$ cat src/rtl/core/aescbc_pkg.sv
package aescbc_pkg;
  localparam int KeyWords = 44;
  localparam int Rounds = 10;
  localparam logic [7:0] ReducePoly = 8'h1b;

  typedef logic [127:0] block_t;

  typedef struct packed {
    logic       load;
    logic       start;
    logic       round;
    logic       last;
    logic [3:0] rnd;
    logic [1:0] col;
  } dp_cmd_t;

  localparam logic [7:0] InvSbox [256] = '{
    8'h52,8'h09,8'h6a,8'hd5,8'h30,8'h36,8'ha5,8'h38,8'hbf,8'h40,8'ha3,8'h9e,8'h81,8'hf3,8'hd7,8'hfb,
    8'h7c,8'he3,8'h39,8'h82,8'h9b,8'h2f,8'hff,8'h87,8'h34,8'h8e,8'h43,8'h44,8'hc4,8'hde,8'he9,8'hcb,
    8'h54,8'h7b,8'h94,8'h32,8'ha6,8'hc2,8'h23,8'h3d,8'hee,8'h4c,8'h95,8'h0b,8'h42,8'hfa,8'hc3,8'h4e,
    8'h08,8'h2e,8'ha1,8'h66,8'h28,8'hd9,8'h24,8'hb2,8'h76,8'h5b,8'ha2,8'h49,8'h6d,8'h8b,8'hd1,8'h25,
    8'h72,8'hf8,8'hf6,8'h64,8'h86,8'h68,8'h98,8'h16,8'hd4,8'ha4,8'h5c,8'hcc,8'h5d,8'h65,8'hb6,8'h92,
    8'h6c,8'h70,8'h48,8'h50,8'hfd,8'hed,8'hb9,8'hda,8'h5e,8'h15,8'h46,8'h57,8'ha7,8'h8d,8'h9d,8'h84,
    8'h90,8'hd8,8'hab,8'h00,8'h8c,8'hbc,8'hd3,8'h0a,8'hf7,8'he4,8'h58,8'h05,8'hb8,8'hb3,8'h45,8'h06,
    8'hd0,8'h2c,8'h1e,8'h8f,8'hca,8'h3f,8'h0f,8'h02,8'hc1,8'haf,8'hbd,8'h03,8'h01,8'h13,8'h8a,8'h6b,
    8'h3a,8'h91,8'h11,8'h41,8'h4f,8'h67,8'hdc,8'hea,8'h97,8'hf2,8'hcf,8'hce,8'hf0,8'hb4,8'he6,8'h73,
    8'h96,8'hac,8'h74,8'h22,8'he7,8'had,8'h35,8'h85,8'he2,8'hf9,8'h37,8'he8,8'h1c,8'h75,8'hdf,8'h6e,
    8'h47,8'hf1,8'h1a,8'h71,8'h1d,8'h29,8'hc5,8'h89,8'h6f,8'hb7,8'h62,8'h0e,8'haa,8'h18,8'hbe,8'h1b,
    8'hfc,8'h56,8'h3e,8'h4b,8'hc6,8'hd2,8'h79,8'h20,8'h9a,8'hdb,8'hc0,8'hfe,8'h78,8'hcd,8'h5a,8'hf4,
    8'h1f,8'hdd,8'ha8,8'h33,8'h88,8'h07,8'hc7,8'h31,8'hb1,8'h12,8'h10,8'h59,8'h27,8'h80,8'hec,8'h5f,
    8'h60,8'h51,8'h7f,8'ha9,8'h19,8'hb5,8'h4a,8'h0d,8'h2d,8'he5,8'h7a,8'h9f,8'h93,8'hc9,8'h9c,8'hef,
    8'ha0,8'he0,8'h3b,8'h4d,8'hae,8'h2a,8'hf5,8'hb0,8'hc8,8'heb,8'hbb,8'h3c,8'h83,8'h53,8'h99,8'h61,
    8'h17,8'h2b,8'h04,8'h7e,8'hba,8'h77,8'hd6,8'h26,8'he1,8'h69,8'h14,8'h63,8'h55,8'h21,8'h0c,8'h7d};

  function automatic logic [7:0] gf_double(input logic [7:0] x);
    return {x[6:0], 1'b0} ^ (x[7] ? ReducePoly : 8'h00);
  endfunction

  function automatic logic [7:0] gf_mul(input logic [7:0] x, input logic [3:0] m);
    logic [7:0] acc;
    logic [7:0] v;
    acc = '0;
    v = x;
    for (int b = 0; b < 4; b++) begin
      if (m[b]) acc = acc ^ v;
      v = gf_double(v);
    end
    return acc;
  endfunction
endpackage

$ cat src/rtl/core/aescbc_ctrl.sv
module aescbc_ctrl
  import aescbc_pkg::*;
(
  input  logic    clk,
  input  logic    rst,
  input  logic    in_valid,
  input  logic    in_action,
  input  logic    in_chain,
  input  logic    out_ready,
  output logic    in_ready,
  output logic    out_valid,
  output dp_cmd_t cmd
);
  // FETCH reads the four words of a round key, one per cycle, ROUND applies it.
  typedef enum logic [1:0] {IDLE, FETCH, ROUND, DONE} state_t;
  state_t state;
  logic [3:0] rnd;
  logic [1:0] col;
  logic       first;

  assign in_ready = (state == IDLE);
  assign out_valid = (state == DONE);

  always_comb begin
    cmd = '0;
    cmd.rnd = rnd;
    cmd.col = col;
    cmd.load = in_valid && in_ready;
    cmd.start = in_valid && in_ready && in_action && !in_chain;
    cmd.round = (state == ROUND);
    cmd.last = first;
  end

  always_ff @(posedge clk) begin
    if (rst) begin
      state <= IDLE;
      rnd <= '0;
      col <= '0;
      first <= 1'b0;
    end else begin
      case (state)
        IDLE: begin
          if (cmd.start) begin
            state <= FETCH;
            rnd <= 4'(Rounds);
            col <= '0;
            first <= 1'b1;
          end
        end
        FETCH: begin
          col <= col + 2'd1;
          if (col == 2'd3) state <= ROUND;
        end
        ROUND: begin
          first <= 1'b0;
          if (rnd == 4'd0) begin
            state <= DONE;
          end else begin
            rnd <= rnd - 4'd1;
            state <= FETCH;
          end
        end
        DONE: begin
          if (out_ready) state <= IDLE;
        end
        default: state <= IDLE;
      endcase
    end
  end
endmodule

$ cat config.mk
export PLATFORM = sky130hd
export DESIGN_NAME = aescbc_ctrl
export DESIGN_NICKNAME = d
export VERILOG_FILES = /design/src/rtl/core/aescbc_pkg.sv /design/src/rtl/core/aescbc_ctrl.sv
export SDC_FILE = /design/constraint.sdc
export NUM_CORES = 1
export LEC_CHECK = 0
export BUFFER_PORTS_ARGS = -buffer_cell sky130_fd_sc_hd__buf_2
export CORE_MARGIN = 3
export CORE_UTILIZATION = 30
export DETAILED_ROUTE_END_ITERATION = 16
export HOLD_SLACK_MARGIN = 0.05
export PLACE_DENSITY_LB_ADDON = 0.3
export REMOVE_ABC_BUFFERS = 1
export SETUP_SLACK_MARGIN = 0.05
export SYNTH_ARGS = -nofsm -noshare
export SYNTH_HDL_FRONTEND = slang
export SYNTH_SLANG_ARGS = --single-unit
$ cat constraint.sdc
create_clock -name clk -period 1.62 [get_ports clk]
set_input_delay 0.243 -clock clk [delete_from_list [all_inputs] [get_ports clk]]
set_output_delay 0.243 -clock clk [all_outputs]
set_load 0.02 [all_outputs]
==> summary.txt <==
Die
  • Die area: 2366 um2
  • CORE AREA: 1612 um2
  • IO Pins: 18
  • Row Count: 14
  • Initial core utilization: 33.85%
  • DIE WIDTH: 48.64 um
  • Die height: 48.64 um

Timing
  • Final worst slack: 0.1311 ns
  • Final Hold Viols: 0
  • Fmax: 671.6 MHz
  • Slew @ Worst Pin: 0.2985 ns
  • Final slew viol count: 0
  • WHS: 0.1850 ns
  • RSZ-0062 raised after global routing: true
  • Period minus WS final: 1.489 ns
  • Finish-stage setup viols: 0
  • Period utilization: 91.91%
  • Worst rel slew slack: 80.02%
  • Final clock skew: 0.001495 ns

Clock tree
  • Maximum clock path buffer count: 2
  • CTS tree: yes
  • # H-tree levels: 1
  • Clk_lat worst skew: 0.26 ns
  • CTS Buf Count: 3
  • Clock slew at the register clock pins of the worst setup and hold paths: 0.06 ns
  • # clock sinks: 9
  • Clock root buffer: clkbuf_4
  • Setup Buffers After CTS: 0

Run status
  • Status: finished clean

Route
  • Met1 wire length: 523 um
  • Initial DRC Count: 4
  • Wirelength, routed: 1173 um
  • Top layer in use: met3
  • WL met2: 561 um
  • Routed vias: 503
  • DR pass1 iterations: 4
  • Vias per cell: 4.883
  • WL per Instance: 11.39 um
  • Wire length on met3: 89 um
  • Residual DRC: 0
  • Post-detailed-route count of antenna-violating nets: 0

Placement
  • GPL Wtd Cong: 0.7401
  • Port bufs: 17
  • Post-DP HPWL: 899.9 um
  • Pre-CTS setup slack: 0.1351 ns
  • Placed Cells: 99

Hold path
  • WHS Path Cells: 2
  • Hold Path End: state[0]$_SDFFE_PP0P_
  • Worst hold start: out_ready
  • Worst min-delay path class: input pin to flip-flop

Synthesis
  • Post-synth top area share: 33.03%
  • Ys flop type: dfxtp_1
  • Synth Area per Inst: 9.246 um2
  • Post-synth EDFFs: 0
  • Top-count cell post-synth: dfxtp_1
  • Fraction of registers with async set/reset: 0%
  • Post-synthesis cell count: 59
  • Register bit total from synthesis: 9
  • Top post-synthesis cells by area: dfxtp_1, ha_1, nand4bb_4
  • Netlist cell types: 31
  • Post-synth top cells: dfxtp_1, inv_1, nor2_1
  • Post-synth top area cell: dfxtp_1
  • Mapped cell area: 545.5 um2
  • Sequential fraction of the synthesis area: 33.03%
  • Synth warnings: 0

Global routing
  • Gr usage total: 11.29%
  • Vias in the first global route: 477
  • Initial antenna violation count: 0
  • Global-route wire length before repair: 2063 um
  • Largest net degree at the start of global routing: 12
  • Gr ovfl total: 0

Power and ir drop
  • Total power: 0.4972 mW
  • PD cells: 725.2 nW/um2
  • P_leak: 0.3013 nW
  • Max IR drop VDD: 415.3 uV

Setup path
  • Worst r2r path cells: 5
  • CP startpoint kind: flip-flop
  • WP data arrival: 1.68 ns
  • Crit path kind: flip-flop to flip-flop
  • CP required: 1.82 ns
  • Crit path cell chain: inv_1 -> ha_1 -> nor3b_2 -> or4b_1 -> a31oi_1
  • R2R Setup Slk: 0.13 ns
  • Reg-to-reg endpoint: rnd[2]$_SDFFE_PP0P_
  • Slowest cell on crit path: or4b_1
  • CP delay by family, top: simple AND/OR/NAND/NOR gates
  • Setup crit end kind: flip-flop
  • CP Buf/Inv Count: 1
  • CP peak stage delay: 0.50 ns
  • Critical-path maximum fanout: 4
  • Start of the worst register-to-register path: rnd[1]$_SDFFE_PP0P_

Run
  • Max_cap viols: 0

Finish
  • Fin util: 42.55%
  • Total Nets Final: 89
  • Share of layout cells above drive strength 1: 37.97%
  • Layout area overhead: 25.69%
  • Final Non-Filler Cells: 103
  • ANT cells: 0
## registers in the layout, summed over array words and instances (netlist names)
name / count
rnd: 4
col: 2
state: 2
first: 1
## what timing repair did
item	4_1_cts	5_1_grt
endpoints found under the setup margin	0	3
resized for setup	0	2
hold buffers	0	0
## power by group
part / internal [mW] / leakage, nW / total, mW / switching [mW]
clock network: 0.0953 / 0.0150 / 0.180 / 0.0852
logic: 0.0367 / 0.212 / 0.0803 / 0.0436
registers: 0.229 / 0.0742 / 0.236 / 0.00779
## worst max-delay path by stage
stage	slack [ns]	start	cells after the start	end
2_1_floorplan	-0.03	rnd[0]$_SDFFE_PP0P_	5	rnd[2]$_SDFFE_PP0P_
3_3_place_gp	0.17	rnd[1]$_SDFFE_PP0P_	5	rnd[2]$_SDFFE_PP0P_
3_5_place_dp	0.14	rnd[1]$_SDFFE_PP0P_	5	rnd[2]$_SDFFE_PP0P_
4_1_cts	0.12	rnd[1]$_SDFFE_PP0P_	5	rnd[2]$_SDFFE_PP0P_
5_1_grt	0.05	rnd[1]$_SDFFE_PP0P_	5	rnd[2]$_SDFFE_PP0P_
6_report	0.13	rnd[1]$_SDFFE_PP0P_	5	rnd[2]$_SDFFE_PP0P_
## cell usage in the layout (no fill, tap or decap), types with 2 or more instances in the layout
| cell type | netlist | final |
|---|---|---|
| buf_2 | 0 | 17 |
| inv_1 | 7 | 7 |
| dfxtp_1 | 9 | 7 |
| nor2_1 | 4 | 4 |
| nor3_1 | 3 | 3 |
| a21oi_1 | 3 | 3 |
| ha_1 | 3 | 3 |
| clkbuf_4 | 0 | 3 |
| nand3b_1 | 2 | 2 |
| a211oi_1 | 2 | 2 |
| mux2_2 | 2 | 2 |
| nand2b_1 | 2 | 2 |
| buf_4 | 2 | 2 |
| dfxtp_2 | 0 | 2 |
## area by class of cell
cell class	instances	area [um2]
clock buffer	4	26.28
fill	175	925.9
inverter	7	26.28
multi-input combinational	40	320.3
sequential	9	182.7
tap	24	30.03
timing repair buffer	19	100.1
## cell families (layout without fill, tap and decap cells)
family                     Yosys count  count (layout)  share of synthesized area [%]
buffers and inverters               10              30                          8.256
DFF                                  9               9                          33.03
xor gates and xnor gates             1               1                          1.606
adders and majority gates            3               3                          6.881
AOI/OAI and AO/OA                   12              12                          15.60
muxes                                3               3                          5.963
and+or+nand+nor                     21              21                          28.67
## stage by stage
stage | setup TNS, ns | instance area [um2]
2_1_floorplan | -0.03447 | 526.8
3_3_place_gp | 0 | 656.9
3_5_place_dp | 0 | 656.9
4_1_cts | 0 | 683.2
5_1_grt | 0 | 685.7
6_report | 0 | 685.7
## layer usage
layer,GRT usage (%),vias up
met5,0,-
met4,2.844,0
met3,6.748,0
met2,16.97,14
met1,13.57,236
li1,-,253
Note: power is estimated with default switching activity, not from simulation.
